### config.mk
export PLATFORM = sky130hd
export DESIGN_NAME = shell_command_line_normalizer_core
export DESIGN_NICKNAME = d
export VERILOG_FILES = /design/src/rtl/scln_pkg.sv /design/src/rtl/scln_decide.sv /design/src/rtl/scln_rsp_fifo.sv /design/src/rtl/shell_command_line_normalizer_core.sv
export VERILOG_INCLUDE_DIRS = /design/src /design/src/rtl
export SDC_FILE = /design/constraint.sdc
export NUM_CORES = 1
export LEC_CHECK = 0
export ABC_AREA = 1
export ABC_CLOCK_PERIOD_IN_PS = 3100
export BUFFER_PORTS_ARGS = -buffer_cell sky130_fd_sc_hd__buf_2
export CAP_MARGIN = 10
export CORE_UTILIZATION = 50
export DETAILED_ROUTE_END_ITERATION = 8
export HOLD_SLACK_MARGIN = 0.03
export PLACE_DENSITY_LB_ADDON = 0.08
export SLEW_MARGIN = 20
export SYNTH_ARGS = -nofsm -noshare
export SYNTH_HDL_FRONTEND = slang
export SYNTH_SLANG_ARGS = --single-unit
### constraint.sdc
create_clock -name clock -period 3.1 [get_ports clock]
set_input_delay 0.775 -clock clock [delete_from_list [all_inputs] [get_ports clock]]
set_output_delay 0.775 -clock clock [all_outputs]
set_load 0.01 [all_outputs]
### src/rtl/shell_command_line_normalizer_core_assert.svh
// ----------------------------------------------------------------------------
// Assertion macros for the command-line normalizer
// Same-cycle and next-cycle implication checks, reset aware.
// ----------------------------------------------------------------------------
`ifndef SHELL_COMMAND_LINE_NORMALIZER_CORE_ASSERT_SVH
`define SHELL_COMMAND_LINE_NORMALIZER_CORE_ASSERT_SVH

// check cons in the same cycle as ante
`define SCLN_ASSERT_NOW(label, clk, rst, ante, cons) \
   label: assert property (@(posedge clk) disable iff (rst) (ante) |-> (cons)) \
      else $error("normalizer check failed");

// check cons in the cycle after ante
`define SCLN_ASSERT_NEXT(label, clk, rst, ante, cons) \
   label: assert property (@(posedge clk) disable iff (rst) (ante) |=> (cons)) \
      else $error("normalizer check failed");

`endif

### src/rtl/scln_pkg.sv
// ----------------------------------------------------------------------------
// scln_pkg
// Character classes, result types and the per-byte decision function.
// ----------------------------------------------------------------------------
`default_nettype none

package scln_pkg;

   localparam int unsigned FIFO_DEPTH = 4;
   localparam int unsigned PTR_W      = $clog2(FIFO_DEPTH);
   localparam int unsigned CNT_W      = $clog2(FIFO_DEPTH + 1);

   localparam logic [7:0] CHAR_COMMA  = 8'h2C;
   localparam logic [7:0] CHAR_SEMI   = 8'h3B;
   localparam logic [7:0] CHAR_LPAREN = 8'h28;
   localparam logic [7:0] CHAR_SLASH  = 8'h2F;
   localparam logic [7:0] CHAR_BSLASH = 8'h5C;
   localparam logic [7:0] CHAR_DQUOTE = 8'h22;
   localparam logic [7:0] CHAR_SQUOTE = 8'h27;
   localparam logic [7:0] CHAR_CARET  = 8'h5E;
   localparam logic [7:0] CHAR_SPACE  = 8'h20;
   localparam logic [7:0] CHAR_TAB    = 8'h09;
   localparam logic [7:0] CHAR_CR     = 8'h0D;
   localparam logic [7:0] CHAR_UPPER_A = 8'h41;
   localparam logic [7:0] CHAR_UPPER_Z = 8'h5A;
   localparam logic [7:0] CASE_OFFSET  = 8'h20;

   typedef struct packed {
      logic [7:0] out_byte;
      logic       byte_valid;
      logic       end_of_string;
      logic       changed;
   } rsp_entry_type;

   // compacted results of one request: entry0 first, entry1 second
   typedef struct packed {
      logic [1:0]    push_cnt;
      rsp_entry_type entry0;
      rsp_entry_type entry1;
   } push_type;

   typedef struct packed {
      logic       emit;
      logic [7:0] res_byte;
      logic       started;
   } byte_dec_type;

   function automatic logic is_ws(input logic [7:0] c);
      return (c == CHAR_SPACE) || ((c >= CHAR_TAB) && (c <= CHAR_CR));
   endfunction

   function automatic logic is_upper(input logic [7:0] c);
      return (c >= CHAR_UPPER_A) && (c <= CHAR_UPPER_Z);
   endfunction

   function automatic logic is_removed(input logic [7:0] c);
      return (c == CHAR_BSLASH) || (c == CHAR_DQUOTE) ||
             (c == CHAR_SQUOTE) || (c == CHAR_CARET);
   endfunction

   function automatic logic is_space_like(input logic [7:0] c);
      return is_ws(c) || (c == CHAR_COMMA) || (c == CHAR_SEMI);
   endfunction

   function automatic logic is_terminator(input logic [7:0] c);
      return is_space_like(c) || (c == CHAR_LPAREN) || (c == CHAR_SLASH);
   endfunction

   // decide one byte given its successor (when has_next)
   function automatic byte_dec_type decide_byte(input logic [7:0] c,
                                                input logic       has_next,
                                                input logic [7:0] nxt,
                                                input logic       started);
      byte_dec_type d;
      logic         trig;
      trig = is_removed(c) || is_upper(c) ||
             (has_next && ((c == CHAR_COMMA) || (c == CHAR_SEMI))) ||
             (has_next && is_ws(c) && is_terminator(nxt));
      d.started = started || trig;
      if (!started && !trig) begin
         d.emit     = 1'b1;
         d.res_byte = c;
      end else if (is_removed(c)) begin
         d.emit     = 1'b0;
         d.res_byte = 8'h00;
      end else if (is_space_like(c)) begin
         d.emit     = !(has_next && is_terminator(nxt));
         d.res_byte = d.emit ? CHAR_SPACE : 8'h00;
      end else begin
         d.emit     = 1'b1;
         d.res_byte = is_upper(c) ? (c + CASE_OFFSET) : c;
      end
      return d;
   endfunction

endpackage

`default_nettype wire

### src/rtl/scln_decide.sv
// ----------------------------------------------------------------------------
// scln_decide
// Decides the held byte against the incoming one, and the incoming byte
// itself when it ends the string; packs the results for the queue.
// ----------------------------------------------------------------------------
`default_nettype none

module scln_decide (
   input  wire logic [7:0]        held_byte,
   input  wire logic              held_valid,
   input  wire logic              started,
   input  wire logic [7:0]        in_byte,
   input  wire logic              is_last,
   output scln_pkg::push_type     push,
   output logic                   started_next
);

   scln_pkg::byte_dec_type  dec_held;
   scln_pkg::byte_dec_type  dec_last;
   scln_pkg::rsp_entry_type res_held;
   scln_pkg::rsp_entry_type res_last;
   logic                    held_emit;
   logic                    started_mid;

   always_comb begin
      dec_held    = scln_pkg::decide_byte(held_byte, 1'b1, in_byte, started);
      started_mid = held_valid ? dec_held.started : started;
      dec_last    = scln_pkg::decide_byte(in_byte, 1'b0, 8'h00, started_mid);
      held_emit   = held_valid && dec_held.emit;

      res_held.out_byte      = dec_held.res_byte;
      res_held.byte_valid    = 1'b1;
      res_held.end_of_string = 1'b0;
      res_held.changed       = 1'b0;

      // a dropped last byte leaves a bare end marker
      res_last.out_byte      = dec_last.emit ? dec_last.res_byte : 8'h00;
      res_last.byte_valid    = dec_last.emit;
      res_last.end_of_string = 1'b1;
      res_last.changed       = dec_last.started;

      push.push_cnt = {1'b0, held_emit} + {1'b0, is_last};
      push.entry0   = held_emit ? res_held : res_last;
      push.entry1   = res_last;
      started_next  = started_mid;
   end

endmodule

`default_nettype wire

### src/rtl/scln_rsp_fifo.sv
// ----------------------------------------------------------------------------
// scln_rsp_fifo
// Small result queue: takes up to two entries a cycle, delivers one while the consumer is ready.
// ----------------------------------------------------------------------------
`default_nettype none

`include "shell_command_line_normalizer_core_assert.svh"

module scln_rsp_fifo (
   input  wire logic                      clock,
   input  wire logic                      reset,
   input  wire scln_pkg::push_type        push,
   output logic                           room_for_two,
   output logic                           rsp_valid,
   input  wire logic                      rsp_ready,
   output scln_pkg::rsp_entry_type        rsp_entry
);

   localparam int unsigned DEPTH = scln_pkg::FIFO_DEPTH;

   scln_pkg::rsp_entry_type          mem_ff [DEPTH];
   logic [scln_pkg::PTR_W-1:0]       wr_ptr_ff, wr_ptr_in;
   logic [scln_pkg::PTR_W-1:0]       rd_ptr_ff, rd_ptr_in;
   logic [scln_pkg::CNT_W-1:0]       count_ff, count_in;
   logic [scln_pkg::PTR_W-1:0]       wr_ptr_nxt;
   logic                             pop;

   always_comb begin
      pop          = rsp_valid && rsp_ready;
      wr_ptr_nxt   = wr_ptr_ff + 1'b1;
      wr_ptr_in    = wr_ptr_ff + scln_pkg::PTR_W'(push.push_cnt);
      rd_ptr_in    = pop ? (rd_ptr_ff + 1'b1) : rd_ptr_ff;
      count_in     = count_ff + scln_pkg::CNT_W'(push.push_cnt)
                     - scln_pkg::CNT_W'(pop);
      rsp_valid    = (count_ff != '0);
      rsp_entry    = mem_ff[rd_ptr_ff];
      room_for_two = (count_ff <= scln_pkg::CNT_W'(DEPTH - 2));
   end

   always_ff @(posedge clock) begin
      if (reset) begin
         wr_ptr_ff <= '0;
         rd_ptr_ff <= '0;
         count_ff  <= '0;
      end else begin
         wr_ptr_ff <= wr_ptr_in;
         rd_ptr_ff <= rd_ptr_in;
         count_ff  <= count_in;
      end
   end

   always_ff @(posedge clock) begin
      if (push.push_cnt != 2'd0) begin
         mem_ff[wr_ptr_ff] <= push.entry0;
      end
      if (push.push_cnt == 2'd2) begin
         mem_ff[wr_ptr_nxt] <= push.entry1;
      end
   end

   `SCLN_ASSERT_NOW(a_count_bound, clock, reset, 1'b1, count_ff <= DEPTH)
   `SCLN_ASSERT_NOW(a_push_fits, clock, reset, push.push_cnt != 2'd0,
                    (count_ff + push.push_cnt) <= DEPTH)
   `SCLN_ASSERT_NOW(a_push_cnt_legal, clock, reset, 1'b1, push.push_cnt != 2'd3)
   `SCLN_ASSERT_NEXT(a_drain, clock, reset, pop && (push.push_cnt == 2'd0),
                     count_ff == ($past(count_ff) - 1'b1))

endmodule

`default_nettype wire

### src/rtl/shell_command_line_normalizer_core.sv
// Timing: a byte's result is queued at the edge that accepts its successor (or at
//   its own acceptance when it ends the string) and is offered once earlier results drain.
// Throughput: one request per cycle; a last byte may queue two results, and
//   ready drops while the four-entry result queue has fewer than two free slots.
// Reset: synchronous, clears the held byte, trigger flag and result queue.
// ----------------------------------------------------------------------------
// shell_command_line_normalizer_core
// Streams a command line one byte per request, holds one byte back for
// lookahead, normalizes after the first trigger and flags the final result.
// ----------------------------------------------------------------------------
`default_nettype none

module shell_command_line_normalizer_core (
   input  wire logic       clock,
   input  wire logic       reset,
   // request channel
   input  wire logic       req_valid,
   output logic            req_ready,
   input  wire logic [7:0] req_in_byte,
   input  wire logic       req_is_last,
   // result channel
   output logic            rsp_valid,
   input  wire logic       rsp_ready,
   output logic [7:0]      rsp_out_byte,
   output logic            rsp_byte_valid,
   output logic            rsp_end_of_string,
   output logic            rsp_changed
);

   // lookahead state: one byte waits for its successor
   logic [7:0] held_byte_ff, held_byte_in;
   logic       held_valid_ff, held_valid_in;
   logic       started_ff, started_in;

   logic                     accept;
   logic                     room_for_two;
   logic                     started_next;
   scln_pkg::push_type       dec_push;
   scln_pkg::push_type       push;
   scln_pkg::rsp_entry_type  rsp_entry;

   // decide the held byte and, on a last byte, the byte itself
   scln_decide u_decide (
      .held_byte    (held_byte_ff),
      .held_valid   (held_valid_ff),
      .started      (started_ff),
      .in_byte      (req_in_byte),
      .is_last      (req_is_last),
      .push         (dec_push),
      .started_next (started_next)
   );

   always_comb begin
      // take a request only when the queue can absorb two results
      req_ready = room_for_two;
      accept    = req_valid && req_ready;

      push          = dec_push;
      push.push_cnt = accept ? dec_push.push_cnt : 2'd0;

      // hold the new byte, or drop everything at the end of the string
      if (accept) begin
         held_byte_in  = req_is_last ? 8'h00 : req_in_byte;
         held_valid_in = !req_is_last;
         started_in    = req_is_last ? 1'b0 : started_next;
      end else begin
         held_byte_in  = held_byte_ff;
         held_valid_in = held_valid_ff;
         started_in    = started_ff;
      end
   end

   always_ff @(posedge clock) begin
      if (reset) begin
         held_byte_ff  <= 8'h00;
         held_valid_ff <= 1'b0;
         started_ff    <= 1'b0;
      end else begin
         held_byte_ff  <= held_byte_in;
         held_valid_ff <= held_valid_in;
         started_ff    <= started_in;
      end
   end

   // results wait here so requests keep flowing while the consumer stalls
   scln_rsp_fifo u_rsp_fifo (
      .clock        (clock),
      .reset        (reset),
      .push         (push),
      .room_for_two (room_for_two),
      .rsp_valid    (rsp_valid),
      .rsp_ready    (rsp_ready),
      .rsp_entry    (rsp_entry)
   );

   assign rsp_out_byte      = rsp_entry.out_byte;
   assign rsp_byte_valid    = rsp_entry.byte_valid;
   assign rsp_end_of_string = rsp_entry.end_of_string;
   assign rsp_changed       = rsp_entry.changed;

endmodule

`default_nettype wire
-- Word-level counts from Yosys, hierarchy flattened
Memory sizes are Yosys's and may differ from the RTL's. A register that Yosys moved wholly into a read port is not among the register bits.
Cells that the tools add are included.
- output and inout port bits: 13
- memories kept: 1
- memory bits (writable): 44
- bits of input ports: 13
- register bits: 17
- logic and storage cells: 101
- memory list (name ; depth ; bits a word ; rd ports ; clocked after memory_dff ; write ports ; line ; text):
    u_rsp_fifo.mem_ff ; 4 ; 11 ; 1 ; 1 ; 2 ; scln_rsp_fifo.sv:21 ; scln_pkg::rsp_entry_type mem_ff [DEPTH];
- add/subtract/negate cells: 8
- magnitude comparators: 9
- multiplexer cells: 21
- equal/unequal tests: 17
- reductions and logical operators: 39
- operators by type and width (kind ; number):
    $eq A8 B6 Y1 const B ; 12
    $mux W9 ; 5
    $mux W8 ; 5
    $eq A8 B7 Y1 const B ; 4
    $logic_or A1 B1 Y1 ; 21
    $add A8 B6 Y8 const B ; 2
    $ge A8 B4 Y1 const B ; 2
    $ge A8 B7 Y1 const B ; 2
    $le A8 B4 Y1 const B ; 2
    $le A8 B7 Y1 const B ; 2
    $mux W11 ; 1
    $logic_and A1 B1 Y1 ; 10
    $logic_not A1 Y1 ; 6
    $mux W1 ; 6
    $mux W2 ; 3
    $mux W6 ; 1
    $add A2 B1 Y2 const B ; 2
    $add A3 B2 Y3 ; 1
    $le A3 B2 Y1 const B ; 1
    $reduce_bool A3 Y1 ; 1
    $sub A3 B1 Y3 ; 1
    $add A1 B1 Y2 ; 1
    $add A2 B2 Y2 ; 1
    $eq A2 B2 Y1 const B ; 1
    $reduce_bool A2 Y1 ; 1

-- Logic depth before layout (Yosys ltp)
Gate-level depths: netlist of run 1.
- depth after elaboration: 18
- gate-level depth with buffers: 21
- depth with buffers taken out: 20

-- Modules after synthesis
A second synthesis of run 1 with hierarchy kept.
- cell total of the unflattened synthesis: 523
- area, all modules: 4013.8 µm²
- modules (own cells, without submodules) (module ; sequential area each (µm²) ; times used ; area an instance (µm²) ; cells an instance):
    scln_rsp_fifo ; 1501.4 ; 1 ; 2697.6 ; 281
    scln_decide ; 0.0 ; 1 ; 875.8 ; 174
    shell_command_line_normalizer_core ; 200.2 ; 1 ; 440.4 ; 68

-- Worst setup path after synthesis of run 1
No wires, ideal clock.
- path kind: input-to-reg
- start point: input port req_in_byte[3]
- end point: register u_rsp_fifo.count_ff[2] in the netlist's numbering
- path buffers: 1
- setup slack: -0.127 ns
- setup time: 0.121 ns
- stages on the path: 20
- arrival time: 3.106 ns
- data required time: 2.979 ns
- path through: buf_2 > nand2_2 > inv_2 > nand2_1 > nand2_1 > nand2_2 > nand4_2 > nand2_1 > nand3_2 > inv_1 > ha_1 > inv_1 > nor2_4 > inv_2 > ha_1 > inv_1 > fa_1 > xor2_1 > o21ai_0 > a21oi_1
- word-level cells in the longest chain between the ends: 17
- elaborated cells on any way between the ends: 26
- those cells by class: add/sub: 3; order compare: 2; eq/ne: 5; mux: 4; reduce/logical: 12
- RTL lines (item ; line ; text):
    start: declaration ; shell_command_line_normalizer_core.sv:19 ; input wire logic [7:0] req_in_byte,
    $ge A8 B4 Y1 or $le A8 B4 Y1 (tied branches) ; scln_pkg.sv:49 ; return (c == CHAR_SPACE) || ((c >= CHAR_TAB) && (c <= CHAR_CR));
    $logic_and A1 B1 Y1 ; scln_pkg.sv:49 ;
    $logic_or A1 B1 Y1 ; scln_pkg.sv:49 ;
    $logic_or A1 B1 Y1 (2 in series) ; scln_pkg.sv:62 ; return is_ws(c) || (c == CHAR_COMMA) || (c == CHAR_SEMI);
    $logic_or A1 B1 Y1 ; scln_pkg.sv:66 ; return is_space_like(c) || (c == CHAR_LPAREN) || (c == CHAR_SLASH);
    $logic_or A1 B1 Y1 * ; scln_pkg.sv:66 ;
    $logic_and A1 B1 Y1 ; scln_pkg.sv:78 ; (has_next && is_ws(c) && is_terminator(nxt));
    $logic_or A1 B1 Y1 ; scln_pkg.sv:77 ; (has_next && ((c == CHAR_COMMA) || (c == CHAR_SEMI))) ||
    $logic_not A1 Y1 ; scln_pkg.sv:80 ; if (!started && !trig) begin
    $logic_and A1 B1 Y1 ; scln_pkg.sv:80 ;
    $mux W9 * ; scln_pkg.sv:80 ;
    $logic_and A1 B1 Y1 * ; scln_decide.sv:29 ; held_emit = held_valid && dec_held.emit;
    $add A1 B1 Y2 * ; scln_decide.sv:42 ; push.push_cnt = {1'b0, held_emit} + {1'b0, is_last};
    $mux W2 * ; shell_command_line_normalizer_core.sv:59 ; push.push_cnt = accept ? dec_push.push_cnt : 2'd0;
    $add A3 B2 Y3 * ; scln_rsp_fifo.sv:33 ; count_in = count_ff + scln_pkg::CNT_W'(push.push_cnt)
    $sub A3 B1 Y3 * ; scln_rsp_fifo.sv:34 ; - scln_pkg::CNT_W'(pop);
    end signal: assignment ; scln_rsp_fifo.sv:48 ; count_ff <= count_in;
    end: declaration ; scln_rsp_fifo.sv:24 ; logic [scln_pkg::CNT_W-1:0] count_ff, count_in;
Every way passes the cells marked *; elsewhere a longest branch is shown, timed or not.
A chain may end at the register's enable or synchronous reset.

-- Worst setup path in the final report of run 1
Ends and elaborated chain as after synthesis.

==> summary.md, run 1 <==
| Metric | Value |
|---|---|
| Status | complete, no violations |
| Async SR Flop Fraction | 0% |
| Horiz. Die Dim | between 80 and 90 um |
| Setup crit start kind | input pin |
| Max-slew violations | 0 |
| Die area | between 8000 and 9000 sq um |
| Clock insertion delay at the later pin of the skew report | 0.34 ns |
| Number of synthesized flops with an enable pin | 40 |
| Most frequent cells in the layout | nand2_1, nor2_1, buf_4, inv_1, nand3_1 |
| TritonCTS buffer count | 9 |
| Buffers added on ports | 25 |
| Antenna fix cells | 0 |
| Hold Path Class | reg2reg |
| Post-Syn Instances | 495 |
| Largest net degree at the start of global routing | 23 |
| TritonCTS clock tree | yes |
| Initial antenna violation count | 0 |
| Final hold vios | 0 |
| DR WL/cell | 14.7 um |
| Yosys cell types | 38 |
| CTS H-tree depth | 3 |
| Post-route DRC | 0 |
| Final Hold Slack | 0.457 ns |
| Clock Path Buffers | 2 |
| Vias after detailed routing | 3497 |
| CP Cell Sequence | buf_2 -> nor2_1 -> nand2_1 -> nand2_1 -> nand2_2 -> nand4_2 -> nand2_2 -> nand3_2 -> inv_2 -> ha_1 -> inv_1 -> nor2_4 -> inv_2 -> ha_1 -> inv_1 -> fa_1 -> xor2_1 -> o21ai_1 -> a21oi_1 |
| Row Count | 31 |
| DRT iter0 DRCs | 139 |
| Placeable Area | roughly 7400 sq um |
| Slew HR | between 50% and 60% |
| Clock root buffer | clkbuf_8 |
| PD cells | 555 nW/um^2 |
| Post-DRT Antenna Nets | 0 |
| Worst Setup End Kind | flip-flop |
| Global-route usage over all layers | 26.0% |
| Crit-path max cell delay | approximately 0.43 ns |
| Area grow syn2layout | 20.6% |
| Routability cong. | 0.893 |
| Worst Clk Skew | 0.0103 ns |
| Avg Inst Size Synth | approximately 7.8 sq um |
| Crit path time final | 2.86 ns |
| Chip height | 89.9 um |
| P_leak | 2.11 nW |
| Post-Syn Area | 3860 sq um |
| Syn nets | 516 |
| Dpl ws | -0.114 ns |
| Ys Warns | 0 |
| CTS sink count | 63 |
| Final wirelength | 9800 um |
| DRT Pass-1 Iters | 5 |
| Seq/Total Area, Yosys | 43.0% |
| Number of synthesized register bits | 63 |
| Critical Path RT | around 3.3 ns |
| Final setup slack of the worst path | 0.243 ns |
| Nets | 586 |
| Share of layout cells above drive strength 1 | 27.2% |
| Top-Level Pins | 26 |
| Worst setup path category | in2reg |
| Max_cap viols | 0 |
| First-pass GRT wire length | 16400 um |
| Final Cycle Share | 92.2% |
| Setup Buffers After CTS | 0 |
| Vias in the first global route | 3455 |
| Via density | about 5.2 |
| Worst EP arrival | about 3.1 ns |
| Worst slew pin tran | 0.685 ns |
| Starting Density | a little over half |
| RSZ-0062 raised after global routing | no |
| Final setup fails | 0 |
| Clock-pin slew on the worst setup and hold paths | 0.08 ns |
| Gr ovfl total | 0 |
| DP Wirelength | 7460 um |
| Peak supply drop | approximately 460 uV |
| Worst-path fanout max | 7 |
| Dominant synthesized flop cell | edfxtp_1 |
| Slowest CP cell | fa_1 |
| Commonest non-fill, non-tap cell in the layout | nand2_1 |
| Fmax | about 0.35 GHz |
| Worst path top cell family by delay | adder cells |
| Buf/Inv on CP | 5 |
[Yosys cell counts (9+ instances only)]
cell type | number | share of area (%)
nand2_1 | 119 | 12
nor2_1 | 51 | 5.0
inv_1 | 43 | 4.2
nand3_1 | 41 | 5.3
edfxtp_1 | 40 | 31
o21ai_0 | 29 | 3.8
dfxtp_1 | 23 | 12
a21oi_1 | 18 | 2.3
nand2_2 | 16 | 2.6
o22ai_1 | 15 | 2.4
inv_2 | 11 | 1.1
o21ai_1 | 11 | 1.4
clkbuf_1 | 9 | 0.87
[area by class of cell]
class / count / area, sq um
Inverter: 54 / 203
Multi-Input combinational cell: 362 / 1920
Clock inverter: 5 / 32.5
Clock buffer: 11 / 141
Sequential cell: 63 / 1660
Tap cell: 99 / 124
Timing Repair Buffer: 75 / 576
Fill cell: 659 / 2710
[through the flow]
stage / TNS, ns / total power [W] / area (sq um) / cells / util, %
global placement: -0.0329 / 0.00194 / 4480 / 653 / 60.8
floorplan: -1.51 / 0.00164 / 3870 / 495 / -
detailed placement: -1.24 / 0.00196 / 4480 / 653 / 60.8
global route: 0 / 0.00275 / 4660 / 669 / 63.2
CTS: 0 / 0.00260 / 4650 / 669 / 63.2
finish: 0 / 0.00259 / 4660 / 669 / 63.2
[registers in the layout (all words and copies together) (netlist names), named ones only]
name and flops:
held_byte_ff 8, held_valid_ff 1, started_ff 1, u_rsp_fifo.count_ff 3, u_rsp_fifo.mem_ff 44, u_rsp_fifo.rd_ptr_ff 2
u_rsp_fifo.wr_ptr_ff 2
[power breakdown]
group          switching (W)  total [W]  internal, W
combinational       0.000535   0.000872     0.000337
clock               0.000326   0.000636     0.000311
sequential         0.0000760    0.00108      0.00100
total               0.000936    0.00259      0.00165
[routing by layer]
| metal | GRT usage [%] | vias to the layer above | part of all wire, % |
|---|---|---|---|
| met4 | 11.2 | 0 | 2.5 |
| met5 | 0 | - | 0 |
| met2 | 45.8 | 97 | 50 |
| li1 | - | 1799 | - |
| met3 | 5.08 | 21 | 4.7 |
| met1 | 30.8 | 1580 | 42 |
[kinds of logic (layout without fill, tap and decap cells)]
family          count (synthesis)  in the layout  share of synthesized area (%)
simple gates                  267            267                           33.7
fa+ha+maj                       8              8                           2.79
compound gates                 85             85                           12.5
buf+inv                        70            145                           7.45
flops                          63             63                           43.0
xor+xnor                        2              2                          0.454
[worst paths after layout]
kind | start | to | slack (ns) | depth (start not counted)
worst min register to register | u_rsp_fifo.mem_ff[2][1] | u_rsp_fifo.mem_ff[2][1] | 0.46 | 2
worst max register to register | held_byte_ff[6] | u_rsp_fifo.mem_ff[3][2] | 0.32 | 14
worst max-delay path | req_in_byte[3] | u_rsp_fifo.count_ff[2] | 0.24 | 19
worst min-delay path | u_rsp_fifo.mem_ff[2][1] | u_rsp_fifo.mem_ff[2][1] | 0.46 | 2
[worst min-delay path, cell delays in order (launching register included)]
cell     delay, ns
dfxtp_1       0.32
nand2_1       0.06
nand2_1       0.04
[what timing repair did]
action                     4_1_cts  5_1_grt
resized for setup                0        1
hold buffers                     0        0
setup endpoints to repair        0        1
Power figures use the tool's default switching activity.
==> inputs of run 2 (changes only) <==
Settings changed: CORE_MARGIN set to 3, SYNTH_HIERARCHICAL set to 1.
==> run 2 against run 1 <==
Effect of this change:
- clock power increased by 40%
- routed wire length decreased by 7.7%
- utilization decreased by 0.87 points
- largest power group is now combinational cells
==> summary.md, run 2 <==
| Metric | Value |
|---|---|
| Fmax | 0.348 GHz (-0.54%) |
| Combinational fraction of design power | 37.9% (+4.2 points) |
| Area leader, netlist | edfxtp_1 |
| Critical Path Start | req_in_byte[1] |
| Final wirelength | 9050 um (-7.7%) |
| Die area | 9140 sq um (+13%) |
| Clock Path Buffers | 2 (unchanged) |
| Synth cell count leaders | nand2_1, nor2_1, inv_1 |
| DR WL/cell | 13.2 um (-9.8%) |
| Post-CTS resize count | 0 (unchanged) |
| Crit-path max cell delay | 0.57 ns (+0.14 ns) |
| Vias in the first global route | 3160 (-8.5%) |
| Post-route DRC | 0 (unchanged) |
| Slowest CP cell | nor2_1 |
| Post-Syn Instances | 523 (+5.7%) |
| Clock root buffer | clkbuf_8 |
| Clock insertion delay at the later pin of the skew report | 0.34 ns (about the same) |
| Worst path top cell family by delay | simple AND/OR/NAND/NOR gates |
| Worst Clk Skew | 0.0132 ns (+0.00285 ns) |
| Horiz. Die Dim | 95.6 um (+6.4%) |
| Worst reg2reg setup slack | 0.33 ns (about the same) |
| Placeable Area | 7770 sq um (+5.4%) |
| Peak supply drop | 475 uV (+3.7%) |
| CTS sink count | 63 (unchanged) |
| DRT Pass-1 Iters | 4 (-1) |
| Reg area | 1700 sq um (+2.4%) |
| RSZ-0062 raised after global routing | no |
| Final hold vios | 0 (unchanged) |
| Buf/Inv on CP | 4 (-1) |
| Vias after detailed routing | 3488 (-0.26%) |
| Clock Power Share | 26.9% (+2.3 points) |
| Routability cong. | 0.930 (+4.1%) |
| Global-route usage over all layers | 21.2% (-4.8 points) |
| Max reg flops | 44 (unchanged) |
| Yosys cell types | 37 (-2.6%) |
| Internal power component | 0.00209 W (+27%) |
| Critical Path RT | 3.20 ns (-0.14 ns) |
| Dpl ws | -0.0992 ns (+0.0150 ns) |
| Starting Density | 51.7% (-0.72 points) |
| Async SR Flop Fraction | 0% (unchanged) |
| Largest registers | u_rsp_fifo/mem_ff x44, held_byte_ff x8, u_rsp_fifo/count_ff x3 |
| Post-DRT Antenna Nets | 0 (unchanged) |
| Commonest non-fill, non-tap cell in the layout | nand2_1 |
| Net Sw Power | 0.00123 W (+31%) |
| Seq pwr share | 35.2% (-6.5 points) |
| Buffers added on ports | 25 (unchanged) |
| Ys Warns | 6 (+6) |
| Critical Path End | u_rsp_fifo/mem_ff[0][9] |
| DRT iter0 DRCs | 150 (+7.9%) |
| Max_cap viols | 0 (unchanged) |
| Final setup slack of the worst path | 0.227 ns (-0.0155 ns) |
| Most frequent cells in the layout | nand2_1, nor2_1, inv_1, edfxtp_1, o21ai_1 |
| Max-slew violations | 0 (unchanged) |
| Top-Level Pins | 26 (unchanged) |
| Origin of the critical flop-to-flop path | held_byte_ff[2] |
| Chip height | 95.6 um (+6.4%) |
| Net Sw Frac | 37.1% (+0.85 points) |
| Cell mode on critical path | nand2_1 |
| Ranking of synthesized cells by area | edfxtp_1, nand2_1, dfxtp_1 |
| Fin area | 4840 sq um (+3.9%) |
| Status | complete, no violations |
| Row Count | 32 (+3.2%) |
| Placed cell areas | 4600 sq um (+2.6%) |
| Post-Syn Area | 4010 sq um (+4.0%) |
| Multi-input gate area | 2000 sq um (+4.0%) |
| Largest register by flop count | u_rsp_fifo/mem_ff |
| Hold Path Class | reg2reg |
| Nets | 599 (+2.2%) |
| HP Start | u_rsp_fifo/rd_ptr_ff[0] |
| Seq/Total Area, Yosys | 42.4% (-0.64 points) |
| Worst R2R End | u_rsp_fifo/count_ff[2] |
| Worst-path fanout max | 11 (+4) |
| Worst slew pin tran | 0.752 ns (+0.0669 ns) |
| Dominant synthesized flop cell | edfxtp_1 |
| CTS H-tree depth | 3 (unchanged) |
| Initial antenna violation count | 0 (unchanged) |
| Area grow syn2layout | 20.6% (about the same) |
| Slew HR | 49.7% (-4.6 points) |
| Worst Reg-to-Reg Cells | 18 (+4) |
| Number of synthesized register bits | 63 (unchanged) |
| P_leak | 2.21 nW (+5.0%) |
| First-pass GRT wire length | 15100 um (-7.7%) |
| Syn nets | 544 (+5.4%) |
| Fillers | 685 (+3.9%) |
| Via density | 5.09 (-2.6%) |
| Setup crit start kind | input pin |
| DP Wirelength | 6900 um (-7.6%) |
| Hold-fix buffers, CTS | 0 (unchanged) |
| Crit path time final | 2.87 ns (+0.0155 ns) |
| Share of layout cells above drive strength 1 | 23.7% (-3.5 points) |
| Gr ovfl total | 0 (unchanged) |
| Worst Setup End Kind | flip-flop |
| CP Cell Sequence | buf_2 -> nor2_1 -> nand2_1 -> nand2_1 -> nand2_1 -> nand4_1 -> nand2_1 -> nand2_2 -> nor2_4 -> ha_2 -> inv_2 -> nor2_4 -> buf_4 -> nor2_1 -> o31ai_4 -> buf_12 |
| TritonCTS clock tree | yes |
| Top-count cell post-synth | nand2_1 |
| Number of synthesized flops with an enable pin | 44 (+10%) |
| Worst EP arrival | 2.97 ns (-0.12 ns) |
| TNS Setup | 0 ns (unchanged) |
| Final Power | 0.00332 W (+28%) |
| Largest net degree at the start of global routing | 24 (+4.3%) |
| Antenna fix cells | 0 (unchanged) |
| Avg Inst Size Synth | 7.67 sq um (-1.6%) |
| Area share of the largest cell type after synthesis | 32.9% (+1.8 points) |
| Final setup fails | 0 (unchanged) |
| Clock-pin slew on the worst setup and hold paths | 0.08 ns (about the same) |
| TritonCTS buffer count | 9 (unchanged) |
| Setup Buffers After CTS | 0 (unchanged) |
| PD cells | 686 nW/um^2 (+23%) |
| Final Cycle Share | 92.7% (+0.50 points) |
| Crit. path cell count | 16 (-3) |
| Worst setup path category | in2reg |
run 2: cell count changes in the layout (fill, tap and decap cells not counted), sizes merged, moves of 4 or more:
cell | previous run | this run
buf | 75 | 62
dfxtp | 23 | 19
edfxtp | 40 | 44
inv | 55 | 70
nand2 | 138 | 134
nand3 | 49 | 33
nor2 | 60 | 72
nor3 | 12 | 5
o21ai | 44 | 73
run 2: worst min-delay path by stage:
stage / to / slack (ns) / cells after the start
after global placement: u_rsp_fifo/rd_ptr_ff[0] / 0.47 / 2
after floorplan: flip-flop / 0.45 / 2
after global routing: u_rsp_fifo/rd_ptr_ff[0] / 0.53 / 2
after CTS: u_rsp_fifo/rd_ptr_ff[0] / 0.51 / 2
final: u_rsp_fifo/rd_ptr_ff[0] / 0.50 / 2
after detailed placement: u_rsp_fifo/rd_ptr_ff[0] / 0.48 / 2
run 2: layout make-up:
class	count	share of cell area [%]
multi-input combinational	372	41.3
sequential	63	35.2
timing repair buffer	62	10.4
inverter	70	5.53
tap	102	2.64
clock buffer	9	2.56
clock inverter	7	2.48
run 2: stage by stage:
stage	util, %	instances	hold WS, ns
floorplan	-	523	0.448
CTS	62.3	685	0.506
finish	62.3	685	0.500
detailed placement	59.2	669	0.482
global route	62.3	685	0.535
global placement	59.2	669	0.465
run 2: cells by family (layout without fill, tap and decap cells):
kind of cell,count (synthesis),in the layout,share of synthesized area (%)
compound gates,112,112,16.4
xor+xnor,1,1,0.218
fa+ha+maj,8,8,2.68
buf+inv,88,148,10.3
flops,63,63,42.4
other cells,1,1,0.0934
simple gates,250,250,27.9
run 2: worst register-to-register path, delay by kind of cell (launching register included):
family	cells	cell delay (ns)
compound gates	1	0.13
flops	1	0.48
simple gates	11	1.18
buf+inv	3	0.12
fa+ha+maj	3	0.76
run 2: power groups by stage:
| stage | Sequential, W | Combinational [W] | Clock, W |
|---|---|---|---|
| global placement | 0.00118 | 0.00123 | 0 |
| CTS | 0.00117 | 0.00126 | 0.000902 |
| detailed placement | 0.00119 | 0.00126 | 0 |
| floorplan | 0.00116 | 0.000914 | 0 |
| finish | 0.00117 | 0.00126 | 0.000893 |
| global route | 0.00119 | 0.00143 | 0.000935 |
run 2: metal layers:
| layer | part of all wire [%] | GRT usage (%) |
|---|---|---|
| met1 | 48 | 28.9 |
| met2 | 47 | 34.7 |
| met3 | 4.3 | 3.95 |
| met4 | 0.87 | 5.21 |
| met5 | 0 | 0 |
